[src/rtl/u8sd_pkg.sv]
// u8sd_pkg: shared types and constants of the utf-8 stream decoder
// no dependencies; used by u8sd_decode and utf8_stream_decoder_top
`timescale 1ns / 1ps

package u8sd_pkg;

  localparam int unsigned CpWidth  = 21;
  localparam int unsigned LenWidth = 3;

  localparam logic [CpWidth-1:0]  ReplCp  = 21'h00FFFD;
  localparam logic [LenWidth-1:0] LenOne  = 3'd1;

  // results caused by one byte: a run of replacements, then an optional tail item
  typedef struct packed {
    logic [1:0]          rep_cnt;
    logic                tail_valid;
    logic [CpWidth-1:0]  tail_cp;
    logic [LenWidth-1:0] tail_len;
    logic                tail_rep;
  } burst_t;

endpackage

[src/rtl/u8sd_decode.sv]
// u8sd_decode: sequence state and per-byte decode into a burst descriptor
// depends on u8sd_pkg
`timescale 1ns / 1ps

module u8sd_decode (
  input  logic                clk_i,
  input  logic                rst_ni,
  input  logic                step_i,
  input  logic [7:0]          byte_i,
  output u8sd_pkg::burst_t    burst_o
);

  logic [2:0]                       exp_len_q, exp_len_d;
  logic [1:0]                       taken_q, taken_d;
  logic [u8sd_pkg::CpWidth-1:0]     partial_q, partial_d;
  logic                             is_cont;
  logic [2:0]                       taken_inc;
  logic [u8sd_pkg::CpWidth-1:0]     shifted;

  assign is_cont   = (byte_i[7:6] == 2'b10);
  assign taken_inc = {1'b0, taken_q} + 3'd1;
  assign shifted   = {partial_q[u8sd_pkg::CpWidth-7:0], byte_i[5:0]};

  always_comb begin
    burst_o   = '0;
    exp_len_d = exp_len_q;
    taken_d   = taken_q;
    partial_d = partial_q;
    if (exp_len_q != 3'd0 && is_cont) begin
      if (taken_inc >= exp_len_q) begin
        burst_o.tail_valid = 1'b1;
        burst_o.tail_cp    = shifted;
        burst_o.tail_len   = exp_len_q;
        burst_o.tail_rep   = 1'b0;
        exp_len_d          = 3'd0;
        taken_d            = 2'd0;
        partial_d          = '0;
      end else begin
        taken_d   = taken_inc[1:0];
        partial_d = shifted;
      end
    end else begin
      // open sequence broken or flushed: one replacement per byte taken
      if (exp_len_q != 3'd0) begin
        burst_o.rep_cnt = taken_q;
      end
      exp_len_d = 3'd0;
      taken_d   = 2'd0;
      partial_d = '0;
      if (byte_i != 8'h00) begin
        if (byte_i[7] == 1'b0) begin
          burst_o.tail_valid = 1'b1;
          burst_o.tail_cp    = {{(u8sd_pkg::CpWidth-8){1'b0}}, byte_i};
          burst_o.tail_len   = u8sd_pkg::LenOne;
          burst_o.tail_rep   = 1'b0;
        end else if (byte_i inside {[8'hC0:8'hDF]}) begin
          exp_len_d = 3'd2;
          taken_d   = 2'd1;
          partial_d = {{(u8sd_pkg::CpWidth-5){1'b0}}, byte_i[4:0]};
        end else if (byte_i inside {[8'hE0:8'hEF]}) begin
          exp_len_d = 3'd3;
          taken_d   = 2'd1;
          partial_d = {{(u8sd_pkg::CpWidth-4){1'b0}}, byte_i[3:0]};
        end else if (byte_i inside {[8'hF0:8'hF7]}) begin
          exp_len_d = 3'd4;
          taken_d   = 2'd1;
          partial_d = {{(u8sd_pkg::CpWidth-3){1'b0}}, byte_i[2:0]};
        end else begin
          // stray continuation or 11111xxx
          burst_o.tail_valid = 1'b1;
          burst_o.tail_cp    = u8sd_pkg::ReplCp;
          burst_o.tail_len   = u8sd_pkg::LenOne;
          burst_o.tail_rep   = 1'b1;
        end
      end
    end
  end

  always_ff @(posedge clk_i or negedge rst_ni) begin
    if (!rst_ni) begin
      exp_len_q <= 3'd0;
      taken_q   <= 2'd0;
      partial_q <= '0;
    end else if (step_i) begin
      exp_len_q <= exp_len_d;
      taken_q   <= taken_d;
      partial_q <= partial_d;
    end
  end

  a_open_has_taken : assert property (@(posedge clk_i) disable iff (!rst_ni)
    exp_len_q != 3'd0 |-> taken_q != 2'd0 && {1'b0, taken_q} < exp_len_q)
    else $error("open sequence with bad taken count");

  a_closed_clean : assert property (@(posedge clk_i) disable iff (!rst_ni)
    exp_len_q == 3'd0 |-> taken_q == 2'd0 && partial_q == '0)
    else $error("closed sequence holds stale state");

endmodule

[src/rtl/utf8_stream_decoder_top.sv]
// utf8_stream_decoder_top: utf-8 byte stream to code points
// a result passes through the byte register, then the result register; a stalled output holds the byte
// throughput: one byte per cycle while out_ready_i is high and each byte gives at most one item;
// a byte that gives several items holds the single result register until its last item is taken
// reset: asynchronous, clears both valid flags and closes any open sequence
// depends on u8sd_pkg and u8sd_decode
`timescale 1ns / 1ps

module utf8_stream_decoder_top (
  input  logic                                clk_i,
  input  logic                                rst_ni,
  input  logic                                in_valid_i,
  output logic                                in_ready_o,
  input  logic [7:0]                          in_byte_i,
  output logic                                out_valid_o,
  input  logic                                out_ready_i,
  output logic [u8sd_pkg::CpWidth-1:0]        code_point_o,
  output logic [u8sd_pkg::LenWidth-1:0]       source_length_o,
  output logic                                is_replacement_o,
  output logic                                last_of_run_o
);

  logic [7:0]        byte_q;
  logic              byte_valid_q, byte_valid_d;
  u8sd_pkg::burst_t  burst_q, burst_d, dec_burst;
  logic              load;
  logic              out_fire;
  logic              in_fire;

  assign out_valid_o   = (burst_q.rep_cnt != 2'd0) || burst_q.tail_valid;
  assign last_of_run_o = (burst_q.rep_cnt == 2'd0) ||
                         (burst_q.rep_cnt == 2'd1 && !burst_q.tail_valid);
  assign out_fire      = out_valid_o && out_ready_i;
  assign load          = byte_valid_q && (!out_valid_o || (out_ready_i && last_of_run_o));
  assign in_ready_o    = !byte_valid_q || load;
  assign in_fire       = in_valid_i && in_ready_o;

  u8sd_decode u_decode (
    .clk_i   (clk_i),
    .rst_ni  (rst_ni),
    .step_i  (load),
    .byte_i  (byte_q),
    .burst_o (dec_burst)
  );

  // replacements of a broken sequence go out before the tail item
  assign code_point_o     = (burst_q.rep_cnt != 2'd0) ? u8sd_pkg::ReplCp : burst_q.tail_cp;
  assign source_length_o  = (burst_q.rep_cnt != 2'd0) ? u8sd_pkg::LenOne : burst_q.tail_len;
  assign is_replacement_o = (burst_q.rep_cnt != 2'd0) ? 1'b1 : burst_q.tail_rep;

  always_comb begin
    byte_valid_d = byte_valid_q;
    if (in_fire) begin
      byte_valid_d = 1'b1;
    end else if (load) begin
      byte_valid_d = 1'b0;
    end
  end

  always_comb begin
    burst_d = burst_q;
    if (load) begin
      burst_d = dec_burst;
    end else if (out_fire) begin
      if (burst_q.rep_cnt != 2'd0) begin
        burst_d.rep_cnt = burst_q.rep_cnt - 2'd1;
      end else begin
        burst_d.tail_valid = 1'b0;
      end
    end
  end

  always_ff @(posedge clk_i or negedge rst_ni) begin
    if (!rst_ni) begin
      byte_valid_q <= 1'b0;
      burst_q      <= '0;
    end else begin
      byte_valid_q <= byte_valid_d;
      burst_q      <= burst_d;
    end
  end

  always_ff @(posedge clk_i) begin
    if (in_fire) begin
      byte_q <= in_byte_i;
    end
  end

  a_repl_shape : assert property (@(posedge clk_i) disable iff (!rst_ni)
    out_valid_o && is_replacement_o |->
      code_point_o == u8sd_pkg::ReplCp && source_length_o == u8sd_pkg::LenOne)
    else $error("replacement item with wrong code point or length");

  a_drain_empties : assert property (@(posedge clk_i) disable iff (!rst_ni)
    out_fire && last_of_run_o && !load |=> !out_valid_o)
    else $error("result register not empty after final item taken");

  a_no_overwrite : assert property (@(posedge clk_i) disable iff (!rst_ni)
    load && out_valid_o |-> out_ready_i && last_of_run_o)
    else $error("burst loaded over pending items");

  a_stall_holds_byte : assert property (@(posedge clk_i) disable iff (!rst_ni)
    byte_valid_q && !load |=> byte_valid_q && $stable(byte_q))
    else $error("held byte lost while result stalled");

endmodule
[config.mk]
export PLATFORM = sky130hd
export DESIGN_NAME = utf8_stream_decoder_top
export DESIGN_NICKNAME = d
export VERILOG_FILES = /design/src/rtl/u8sd_pkg.sv /design/src/rtl/u8sd_decode.sv /design/src/rtl/utf8_stream_decoder_top.sv
export SDC_FILE = /design/constraint.sdc
export NUM_CORES = 1
export LEC_CHECK = 0
export BUFFER_PORTS_ARGS = -buffer_cell sky130_fd_sc_hd__buf_2
export CAP_MARGIN = 30
export CELL_PAD_IN_SITES_DETAIL_PLACEMENT = 0
export CELL_PAD_IN_SITES_GLOBAL_PLACEMENT = 2
export CORE_ASPECT_RATIO = 0.7
export CORE_UTILIZATION = 33
export CTS_BUF_LIST = sky130_fd_sc_hd__clkbuf_16
export CTS_CLUSTER_DIAMETER = 120
export DETAILED_ROUTE_END_ITERATION = 12
export GPL_ROUTABILITY_DRIVEN = 0
export PLACE_DENSITY_LB_ADDON = 0.05
export SLEW_MARGIN = 20
export SYNTH_ARGS = -nofsm -noshare
export SYNTH_HDL_FRONTEND = slang
export SYNTH_SLANG_ARGS = --single-unit
[constraint.sdc]
create_clock -name clk_i -period 2.07 [get_ports clk_i]
set_input_delay 0.207 -clock clk_i [delete_from_list [all_inputs] [get_ports clk_i]]
set_output_delay 0.207 -clock clk_i [all_outputs]
set_load 0.02 [all_outputs]
==> metrics.sh, run 1 <==
STATUS='finished, final reports clean'
SLOWEST_DELAY_NS=0.38
WORSTSETUPPATHDEPTH=7
MAX_CAP_VIOLATIONS=0
ENDPOINT='burst_q[7]'
CRITPATHCAPTURETYPE='flop'
SYNTH-SEQ-AREA-SHARE=0.548
PEAKVDDDROP_mV=0.537
ROUTED-WL-MET3_UM=312
TIMING.REG2REG.SETUP_SLACK_NS=0.02
CP_COMMON_CELL='ha_1'
FILLCELLCOUNT=775
SYNTH_CELL_TYPES=43
FF2FF_PATH_DEPTH=7
GRT_PASS1_WL_UM=11300
PLACEMENT.CELL_AREA_MM2=0.00310
VIA_DENSITY_PER_INSTANCE=5.11
MAX_SLEW_MARGIN=0.486
SLEW_AT_THE_PIN_CLOSEST_TO_ITS_MAX_SLEW_LIMIT_NS=0.771
TOTALWIRELENGTH_UM=6750
UTILIZATION=0.434
DIEHEIGHT_UM=77.3
INITIALDRTVIOLATIONCOUNT=102
PATH_BUF_INV=1
SYN_TO_FINAL_GROWTH_PCT=27.9
PIN_COUNT_OF_THE_BIGGEST_NET_ENTERING_GLOBAL_ROUTING=34
CTS_ROOT_BUF='clkbuf_16'
DR_WL_MET2_UM=2610
FINAL_DESIGN_AREA_NO_FILL_MM2=0.00342
ANTENNA_CELLS=0
AVGROUTEDWIREPERCELL_UM=16.7
RSZ0062_AT_GRT='true'
GRT_USAGE=0.185
PERIOD_SHARE=0.990
CRIT_REQUIRED_NS=2.30
CTS_TREE='yes'
DRC=0
MULTIPLEXER_SHARE_OF_THE_SYNTHESIZED_AREA=0.0126
POWER.TOTAL_mW=5.47
CRITPATHLAUNCH='u_decode.taken_q[0]'
NUMBER_OF_LEVELS_THE_H_TREE_WAS_SPLIT_INTO=3
YOSYS_REGISTER_BITS=57
POST_SYNTHESIS_XOR_XNOR_AREA_FRACTION=0
FLOORPLAN.DIE_AREA_MM2=0.00847
ANTENNA_LEFT=0
SYNTH_TOP_CELLS_BY_AREA='dfrtp_1 (46%), edfxtp_1 (9.0%), a22o_1 (5.9%), nand2b_1 (4.2%), a221o_1 (3.0%)'
WORSTSKEWPAIRLATENCY_NS=0.33
AREA.SEQUENTIAL_MM2=0.00147
CRITICAL_PATH.SLOWEST_CELL='dfrtp_1'
SETUP_SLACK_NS=0.0197
PWR_DENS_mW_PER_MM2=1600
CTS.SINKS=57
DETAILEDROUTE.FIRSTPASSITERATIONCOUNT=4
FIN_CRIT_PERIOD_NS=2.05
R2R_START='u_decode.taken_q[0]'
MAXIMUM_FREQUENCY_FROM_STATIC_TIMING_ANALYSIS_MHz=488
PLACEMENTROWS=27
HPWLAFTERDP_UM=4830
ANTENNA_FOUND_INITIAL=0
CTS_MADE_BUFFERS=9
POST_SYNTH_AND_OR_NAND_NOR_AREA_FRACTION=0.175
POSTCTSSETUPBUFFERS=0
VIAS_IN_THE_FIRST_GLOBAL_ROUTE=2007
SETUP_VIOL_COUNT_FINAL=0
IO-PIN-COUNT=40
FINAL_LAYOUT_SIZE_SUFFIX_GT1_FRAC=0.307
NETLIST.TOP_CELL.BY_AREA='dfrtp_1'
CRITICAL_PATH_PEAK_FANOUT=6
ASYNCSETRESETFLOPFRACSYNTH=0.860
POST_SYNTH_INSTANCE_AREA_MM2=0.00267
WORST_CLOCK_SKEW_ON_THE_FINAL_LAYOUT_NS=0.00721
PLACEABLECOREAREA_MM2=0.00787
HOLD_VIOL_FINAL=0
DIE_WIDTH_UM=110
SYNTHADDERAREAFRAC=0.0281
SYNTHESIS.YOSYS.WARNINGS=0
DETAIL_ROUTE.WIRELENGTH.MET1_UM=3760
LEAKAGEPOWER_nW=1.54
CRITICAL_PATH.TOP_DELAY_FAMILY='compound AO/OA/AOI/OAI gates'
SYNTH.AVG_CELL_AREA_UM2=11.0
PLACEMENT.SETUP.WORST_SLACK_NS=-0.0181
CRITICAL_PATH_ARRIVAL_NS=2.28
SYN-NUM-NETS=260
MULTIINPUTGATEAREA_MM2=0.00113
WORSTSETUPSTARTPOINTTYPE='flop'
POST_SYNTHESIS_CELLS=242
SYNTH_TOP_CELL_AREA_SHARE=0.459
FLOORPLAN.INITIALDENSITY=0.340
RR_ENDPOINT='burst_q[7]'
VIA_COUNT=2063
SYNTH_COMPOUND_GATE_AREA_SHARE=0.191
SYNTH_TOP_CELLS_BY_COUNT='dfrtp_1 (49), nand2_1 (20), a22o_1 (18), nand2b_1 (18), a21oi_1 (12)'
SYNTH_MOST_COMMON_CELL='dfrtp_1'
SYNTH_EDF_COUNT=8
PATH_CLASS='reg -> reg'
MOST_USED_DFF_POST_SYNTH='dfrtp_1'
OVERFLOW=0
CLK_PIN_SLEW_WORST_PATHS_NS=0.05
MAIN_COMBINATIONAL_CELL_FAMILY_BY_AREA_AFTER_SYNTHESIS='compound AO/OA/AOI/OAI gates'
TIMING.HOLD.WORST.CLASS='in -> reg'
FINAL-MAX-SLEW-VIOLATION-COUNT=0
NETS=316
CTS_MAX_PATH_BUFFERS=2
CELL_BY_CELL_TRACE_OF_THE_CRITICAL_PATH='ha_1, ha_1, nand2_1, o21ai_0, buf_4, nand2_2, a211oi_1'
PORTBUFFERS=39
TOPROUTINGLAYERUSED='met4'
layout by cell type, fill, tap and decap left out, drive strengths merged, types with 6 or more instances in the layout:
master / Yosys / layout
buf: 8 / 59
dfrtp: 49 / 49
nand2: 20 / 20
nand2b: 18 / 18
a22o: 18 / 18
a21oi: 12 / 12
inv: 9 / 11
and2: 10 / 10
nor3: 10 / 10
nor2: 9 / 9
clkbuf: 7 / 9
a221o: 9 / 9
edfxtp: 8 / 8
o21ai: 8 / 8
ha: 6 / 6
sequential cells by signal, summed over array words and instances, names as in the netlist:
name                cells
burst_q                28
u_decode.partial_q     15
byte_q                  8
u_decode.exp_len_q      3
u_decode.taken_q        2
byte_valid_q            1
through the flow:
step	hold slack (ns)	instances	setup TNS [ns]
finish	0.0562	404	0
global route	0.0415	404	-0.334
floorplan	-0.0886	242	0
global placement	0.327	387	-0.0507
CTS	0.0427	404	-0.118
detailed placement	0.325	387	-0.0670
layer usage:
metal  vias up  global-route usage
met5         -                   0
met4         0              0.0680
met3         5              0.0536
met2        47               0.225
met1      1005               0.297
li1       1006                   -
worst min-delay path by stage:
stage	start	to	slack [ns]	cells after the start
floorplan	rst_ni	burst_q[0]	-0.09	0
global placement	rst_ni	burst_q[22]	0.33	1
detailed placement	rst_ni	burst_q[22]	0.33	1
CTS	in_byte_i[4]	byte_q[4]	0.04	1
global route	in_byte_i[0]	byte_q[0]	0.04	1
finish	in_byte_i[3]	byte_q[3]	0.06	1
worst reg2reg max path, stage by stage (launching register included):
cell      delay [ns]
dfrtp_1         0.38
ha_1            0.31
ha_1            0.28
nand2_1         0.06
o21ai_0         0.34
buf_4           0.21
nand2_2         0.12
a211oi_1        0.26
what timing repair did:
action,CTS,global route
endpoints found under the hold margin,31,0
endpoints found under the setup margin,17,28
hold buffers,1,0
resized for setup,1,10
cells by family after synthesis:
kind of cell               Yosys count
and+or+nand+nor                     84
AOI/OAI and AO/OA                   68
buffers and inverters               24
adders and majority gates            6
DFF                                 57
muxes                                3
power breakdown:
part | switching (mW) | internal, mW | leakage [nW] | total (mW)
combinational | 1.42 | 1.01 | 0.692 | 2.43
clock | 0.508 | 0.794 | 0.136 | 1.30
sequential | 0.261 | 1.48 | 0.714 | 1.74
area by class of cell:
type	instances	share of cell area
sequential	57	0.429
clock buffer	9	0.0659
inverter	9	0.00988
multi-input combinational	161	0.330
clock inverter	7	0.0110
timing repair buffer	60	0.117
tap	101	0.0370
Note: power is estimated with default switching activity, not from simulation.
==> run 2, diff against run 1 <==
SYNTH_HIERARCHICAL = 1   (was unset)
==> run 2 against run 1 <==
  * Critical path depth unchanged
  * Count of clock-buffer cells in the layout did not move
  * Die area up 9.2%
  * Setup slack gained 0.047 ns
  * Fmax up 2.3%
  * Sequential power about the same
  * Register-to-register slack better by 0.05 ns
  * Routed wire length is 2.0% lower
  * Largest cell class unchanged
==> metrics.sh, run 2 <==
PEAKVDDDROP_mV=0.713
SYNTH_CELL_TYPES=42
POWER.TOTAL_mW=5.86
IO-PIN-COUNT=40
POST_SYNTHESIS_CELLS=278
NETLIST.TOP_CELL.BY_AREA='dfrtp_1'
DIEHEIGHT_UM=80.8
GRT_PASS1_WL_UM=11300
ANTENNA_LEFT=0
CTS_MADE_BUFFERS=9
SYNTH-SEQ-AREA-SHARE=0.501
POWER_SWITCHING_mW=2.16
PERIOD_SHARE=0.968
YOSYS_REGISTER_BITS=57
LEAKAGEPOWER_nW=1.69
PATH_CLASS='reg -> reg'
PLACEMENT.CELL_AREA_MM2=0.00333
POST_SYNTH_AND_OR_NAND_NOR_AREA_FRACTION=0.166
PLACEABLECOREAREA_MM2=0.00851
POWER_FRAC_COMB=0.449
R2R_START='u_decode/taken_q[0]'
PLACEDCELLCOUNT=436
MAXIMUM_FREQUENCY_FROM_STATIC_TIMING_ANALYSIS_MHz=499
FILLCELLCOUNT=849
MOSTFREQUENTLAYOUTCELL='dfrtp_1'
ANTENNA_CELLS=0
DETAILEDROUTE.FIRSTPASSITERATIONCOUNT=4
POST_SYNTH_INSTANCE_AREA_MM2=0.00293
OVERFLOW=0
SYNTH_EDF_COUNT=8
FIN_HOLD_WS_NS=0.0581
AVGROUTEDWIREPERCELL_UM=14.6
SYNTH_COMPOUND_GATE_AREA_SHARE=0.136
SEQUENTIAL_SHARE_OF_POWER=0.293
FINAL_CELL_COUNT_NO_FILL=454
WORSTSKEWPAIRLATENCY_NS=0.32
PLACEMENTROWS=28
NUMBER_OF_FLIP_FLOPS_UNDER_THE_LARGEST_REGISTER_NAME=28
MAX_SLEW_MARGIN=0.641
MAIN_COMBINATIONAL_CELL_FAMILY_BY_AREA_AFTER_SYNTHESIS='simple AND/OR/NAND/NOR gates'
ENDPOINT='u_decode/exp_len_q[1]'
DRC=0
CRITICAL_PATH_ARRIVAL_NS=2.20
FIN_CRIT_PERIOD_NS=2.00
SYNTHADDERAREAFRAC=0.0257
ANTENNA_FOUND_INITIAL=0
PIN_COUNT_OF_THE_BIGGEST_NET_ENTERING_GLOBAL_ROUTING=34
VIAS_IN_THE_FIRST_GLOBAL_ROUTE=2157
RR_ENDPOINT='u_decode/exp_len_q[1]'
NUMBER_OF_LEVELS_THE_H_TREE_WAS_SPLIT_INTO=3
CTS.SINKS=57
P_INT_mW=3.70
ASYNCSETRESETFLOPFRACSYNTH=0.860
CELL_BY_CELL_TRACE_OF_THE_CRITICAL_PATH='ha_4, ha_1, a21o_1, a31oi_4, buf_4, a21boi_4, mux2_1'
SLEW_AT_THE_PIN_CLOSEST_TO_ITS_MAX_SLEW_LIMIT_NS=0.538
RSZ0062_AT_GRT='true'
SYNTH_TOP_CELLS_BY_COUNT='dfrtp_1 (49), inv_1 (26), mux2_2 (25), nand2_1 (25), nand2b_1 (21)'
CTS_TREE='yes'
NETS=347
FINAL_DESIGN_AREA_NO_FILL_MM2=0.00369
REGISTERS.TOP_BY_FF_COUNT='burst_q'
VIA_COUNT=2131
FINAL_LAYOUT_SIZE_SUFFIX_GT1_FRAC=0.311
CLK_PIN_SLEW_WORST_PATHS_NS=0.05
SLOWEST_DELAY_NS=0.42
PWR_DENS_mW_PER_MM2=1590
SYNTH_TOP_CELL_AREA_SHARE=0.419
MAX_CAP_VIOLATIONS=0
PLACEMENT.SETUP.WORST_SLACK_NS=0.0196
WORSTSETUPSTARTPOINTTYPE='flop'
CTS_ROOT_BUF='clkbuf_16'
CRITPATHCAPTURETYPE='flop'
SETUP_VIOL_COUNT_FINAL=0
SETUP_SLACK_NS=0.0664
FF2FF_PATH_DEPTH=7
TOTALWIRELENGTH_UM=6610
TOTALNEGATIVESETUPSLACK_NS=0
LARGEST_REGISTERS_RANKED_BY_FLIP_FLOP_COUNT='burst_q: 28 flops, u_decode/partial_q: 15 flops, byte_q: 8 flops'
FINAL-MAX-SLEW-VIOLATION-COUNT=0
SYNTH_MOST_COMMON_CELL='dfrtp_1'
GRT_USAGE=0.166
WORST_CLOCK_SKEW_ON_THE_FINAL_LAYOUT_NS=0.00634
SYNTHESIS.YOSYS.WARNINGS=6
HPWLAFTERDP_UM=4790
MULTIPLEXER_SHARE_OF_THE_SYNTHESIZED_AREA=0.104
AREA.SEQUENTIAL_MM2=0.00147
TIMING.REG2REG.SETUP_SLACK_NS=0.07
TIMING.HOLD.WORST.CLASS='in -> reg'
POST_SYNTHESIS_XOR_XNOR_AREA_FRACTION=0
SYNTH_TOP_CELLS_BY_AREA='dfrtp_1 (42%), mux2_2 (9.6%), edfxtp_1 (8.2%), nand2b_1 (4.5%), a21o_1 (3.6%)'
PORTBUFFERS=39
SHARE_CLK_OF_TOTAL_POWER=0.258
INITIALDRTVIOLATIONCOUNT=106
SYNTH.AVG_CELL_AREA_UM2=10.5
SYN_TO_FINAL_GROWTH_PCT=26.1
MULTIINPUTGATEAREA_MM2=0.00132
CTS_MAX_PATH_BUFFERS=2
LAYOUT_COMMON_CELLS='dfrtp_1 (49), buf_2 (39), inv_1 (29)'
CRITICAL_PATH_PEAK_FANOUT=13
FLOORPLAN.INITIALDENSITY=0.344
CRITICAL_PATH.SLOWEST_CELL='dfrtp_1'
STATUS='finished, final reports clean'
SWITCHING_SHARE=0.369
SYN-NUM-NETS=296
FLOORPLAN.DIE_AREA_MM2=0.00925
HOLD_VIOL_FINAL=0
CRIT_REQUIRED_NS=2.27
UTILIZATION=0.434
MOST_USED_DFF_POST_SYNTH='dfrtp_1'
VIA_DENSITY_PER_INSTANCE=4.69
CRITPATHLAUNCH='u_decode/taken_q[0]'
DIE_WIDTH_UM=115
## run 2: final cells by class
type                            instances  area share
Sequential cell                        57       0.397
Multi-Input combinational cell        179       0.357
Timing Repair Buffer                   56      0.0959
Clock buffer                            9      0.0610
Tap cell                              120      0.0407
Inverter                               26      0.0264
Clock inverter                          7      0.0214
## run 2: metal layers
layer,part of all wire,vias to the layer above,track usage
met5,0,-,0
met4,0.0041,0,0.0429
met3,0.036,2,0.0649
met2,0.44,41,0.255
met1,0.52,1032,0.218
li1,-,1056,-
## run 2: cell families (layout without fill, tap and decap cells)
logic type      after synthesis  in the layout
flops                        57             57
simple gates                 94             94
buf+inv                      42             98
mux                          27             27
compound gates               52             52
fa+ha+maj                     6              6
## run 2: worst max-delay path: cells and delay by family (launching register included)
family	cells	cell delay, ns
AO/OA/AOI/OAI	3	0.47
adder cells (fa/ha/maj)	2	0.44
buffers and inverters	1	0.24
flip-flops	1	0.42
multiplexers	1	0.31
## run 2: worst min path at each step
stage / cells after the start / startpoint / slack (ns) / to
finish: 1 / in_byte_i[2] / 0.06 / byte_q[2]
global route: 1 / in_byte_i[1] / 0.03 / byte_q[1]
CTS: 1 / in_byte_i[1] / 0.04 / byte_q[1]
detailed placement: 1 / rst_ni / 0.23 / burst_q[18]
global placement: 1 / rst_ni / 0.23 / burst_q[14]
floorplan: 0 / rst_ni / -0.09 / burst_q[0]
## run 2: power groups by stage
stage          logic [mW]  registers [mW]  clock network, mW
3_3_place_gp         2.58            1.73                  0
2_1_floorplan        1.92            1.65                  0
6_report             2.63            1.72               1.51
3_5_place_dp         2.59            1.72                  0
5_1_grt              2.92            1.77               1.62
4_1_cts              2.62            1.71               1.57
## run 2: what timing repair did
action | 4_1_cts | 5_1_grt
resized for setup | 1 | 6
hold endpoints to repair | 22 | 0
setup endpoints to repair | 1 | 40
hold buffers | 1 | 0
pin swaps | 0 | 1
setup buffers | 0 | 1
==> run 3, diff against run 2 <==
CORE_UTILIZATION = 35   (was 33)
CTS_BUF_LIST = sky130_fd_sc_hd__clkbuf_2 sky130_fd_sc_hd__clkbuf_4 sky130_fd_sc_hd__clkbuf_8   (was sky130_fd_sc_hd__clkbuf_16)
==> run 3 against run 2 <==
  * The run now ends with design-rule violations left
  * Cell count down 3.5%
  * First-iteration DRC count is 0.94% higher
  * Sequential power about the same
  * Count of clock-buffer cells in the layout increased by 2
  * Clock skew about the same
  * Global-route usage is 0.15 points higher
==> metrics.sh, run 3 (synthesis results as in run 2) <==
R2R_START='u_decode/taken_q[1]'
VIAS_IN_THE_FIRST_GLOBAL_ROUTE=2125
ANTENNA_LEFT=0
MAXIMUM_FREQUENCY_FROM_STATIC_TIMING_ANALYSIS_MHz=491
SLEW_AT_THE_PIN_CLOSEST_TO_ITS_MAX_SLEW_LIMIT_NS=0.524
VIA_COUNT=2078
PEAKVDDDROP_mV=0.604
MOSTFREQUENTLAYOUTCELL='dfrtp_1'
OVERFLOW=0
SYN_TO_FINAL_GROWTH_PCT=24.4
ANTENNA_FOUND_INITIAL=0
VIA_DENSITY_PER_INSTANCE=4.74
DETAILEDROUTE.FIRSTPASSITERATIONCOUNT=8
CTS_MADE_BUFFERS=9
PLACEMENTROWS=27
TIMING.HOLD.WORST.CLASS='in -> reg'
CRIT_REQUIRED_NS=2.29
CRITICAL_PATH_PEAK_FANOUT=6
ANTENNA_CELLS=0
PERIOD_SHARE=0.984
TOTALWIRELENGTH_UM=6690
FINAL-MAX-SLEW-VIOLATION-COUNT=0
NUMBER_OF_FLIP_FLOPS_UNDER_THE_LARGEST_REGISTER_NAME=28
DETAIL_ROUTE.WIRELENGTH.MET1_UM=3490
HPWLAFTERDP_UM=4730
FF2FF_PATH_DEPTH=8
TOPROUTINGLAYERUSED='met4'
STATUS='finished with violations'
CELL_BY_CELL_TRACE_OF_THE_CRITICAL_PATH='ha_4, ha_4, a21o_1, a31oi_4, nor2_4, buf_6, a21o_1, mux2_2'
FLOORPLAN.DIE_AREA_MM2=0.00874
WORSTSETUPSTARTPOINTTYPE='flop'
WORST_CLOCK_SKEW_ON_THE_FINAL_LAYOUT_NS=0.00676
CRITPATHCAPTURETYPE='flop'
MAX_SLEW_MARGIN=0.650
HOLDPATHSTAGES=1
INITIALDRTVIOLATIONCOUNT=107
SLOWEST_DELAY_NS=0.43
FILLCELLCOUNT=784
PLACEMENT.CELL_AREA_MM2=0.00331
MAX_CAP_VIOLATIONS=0
FINAL_LAYOUT_SIZE_SUFFIX_GT1_FRAC=0.332
TIMING.REG2REG.SETUP_SLACK_NS=0.03
FINAL_DESIGN_AREA_NO_FILL_MM2=0.00364
CTS_MAX_PATH_BUFFERS=2
SETUP_VIOL_COUNT_FINAL=0
WORST_HOLD_PATH.ENDPOINT='byte_q[2]'
PORTBUFFERS=39
NUMBER_OF_LEVELS_THE_H_TREE_WAS_SPLIT_INTO=3
CTS.SINKS=57
AVGROUTEDWIREPERCELL_UM=15.3
LAYOUT_COMMON_CELLS='dfrtp_1 (49), buf_2 (39), inv_1 (26)'
NETS=350
LARGEST_REGISTERS_RANKED_BY_FLIP_FLOP_COUNT='burst_q: 28 flops, u_decode/partial_q: 15 flops, byte_q: 8 flops'
PLACEABLECOREAREA_MM2=0.00797
CRITICAL_PATH.TOP_DELAY_FAMILY='compound AO/OA/AOI/OAI gates'
IO-PIN-COUNT=40
FIN_CRIT_PERIOD_NS=2.04
CRITICAL_PATH_ARRIVAL_NS=2.26
HOLD_VIOL_FINAL=0
UTILIZATION=0.457
CLK_PIN_SLEW_WORST_PATHS_NS=0.07
LEAKAGEPOWER_nW=1.67
DIE_WIDTH_UM=111
RR_ENDPOINT='burst_q[1]'
CRITICAL_PATH.SLOWEST_CELL='dfrtp_1'
ROUTED-WL-MET3_UM=247
PWR_DENS_mW_PER_MM2=1560
GRT_USAGE=0.167
CTS_ROOT_BUF='clkbuf_8'
GRT_PASS1_WL_UM=11100
DR_WL_MET2_UM=2850
FAILING_CHECKS='design-rule violations'
CTS_TREE='yes'
FLOORPLAN.INITIALDENSITY=0.367
WORSTSKEWPAIRLATENCY_NS=0.34
DRC=4
REGISTERS.TOP_BY_FF_COUNT='burst_q'
PATH_BUF_INV=1
PIN_COUNT_OF_THE_BIGGEST_NET_ENTERING_GLOBAL_ROUTING=34
MIN-DELAY-START='in_byte_i[2]'
PATH_CLASS='reg -> reg'
DIEHEIGHT_UM=78.5
[run 3: changes by cell type in the layout (fill, tap and decap cells not counted), moves of 2 or more]
cell       delta
buf_6         +3
clkbuf_16     -9
clkbuf_8     +11
clkinv_1      -2
clkinv_2      +2
inv_1         -3
[run 3: worst reg2reg max path: cells and delay by family (launching register included)]
kind / cells / cell delay, ns
AO/OA/AOI/OAI: 3 / 0.61
flip-flops: 1 / 0.43
adder cells (fa/ha/maj): 2 / 0.41
multiplexers: 1 / 0.26
buffers and inverters: 1 / 0.14
AND/OR/NAND/NOR: 1 / 0.07
[run 3: worst max path at each step]
stage | slack (ns) | end | start | cells after the start
after floorplan | -0.01 | burst_q[7] | u_decode/taken_q[0] | 7
after global routing | -0.02 | burst_q[9] | u_decode/taken_q[1] | 8
final | 0.03 | burst_q[1] | u_decode/taken_q[1] | 8
after detailed placement | 0.01 | burst_q[18] | u_decode/taken_q[0] | 8
after CTS | 0.004 | u_decode/taken_q[1] | u_decode/taken_q[0] | 7
after global placement | 0.05 | burst_q[7] | u_decode/taken_q[0] | 8
[run 3: per-stage QoR]
step	setup slack (ns)	total power, mW	hold WS, ns	instances	TNS [ns]
2_1_floorplan	-0.0117	3.56	-0.0886	278	-0.0587
6_report	0.0333	5.68	0.0396	438	0
4_1_cts	0.00412	5.55	0.0254	435	0
5_1_grt	-0.0202	6.10	0.0216	438	-0.150
3_5_place_dp	0.0134	4.33	0.218	418	0
3_3_place_gp	0.0517	4.31	0.216	418	0
[run 3: timing repair]
item,in CTS,in global routing
hold buffers,1,0
endpoints found under the setup margin,0,30
gates resized for setup,0,14
buffers inserted,0,2
hold endpoints to repair,20,0
[run 3: layout make-up]
cell class	count	area, um2	area share
Timing Repair Buffer	59	388	0.107
Sequential cell	57	1470	0.403
Tap cell	101	126	0.0347
Inverter	26	97.6	0.0268
Clock buffer	11	151	0.0416
Clock inverter	5	77.6	0.0213
Multi-Input combinational cell	179	1330	0.366
[run 3: power breakdown]
group / total [mW] / internal, mW / leakage (nW) / switching [mW]
Combinational: 2.77 / 1.27 / 0.847 / 1.50
Clock: 1.20 / 0.739 / 0.115 / 0.458
Sequential: 1.71 / 1.48 / 0.708 / 0.232
Total: 5.68 / 3.49 / 1.67 / 2.19
[run 3: layer usage]
metal,up-vias,GRT usage
met5,-,0
met3,10,0.0440
li1,1054,-
met4,0,0.0608
met1,973,0.232
met2,41,0.249
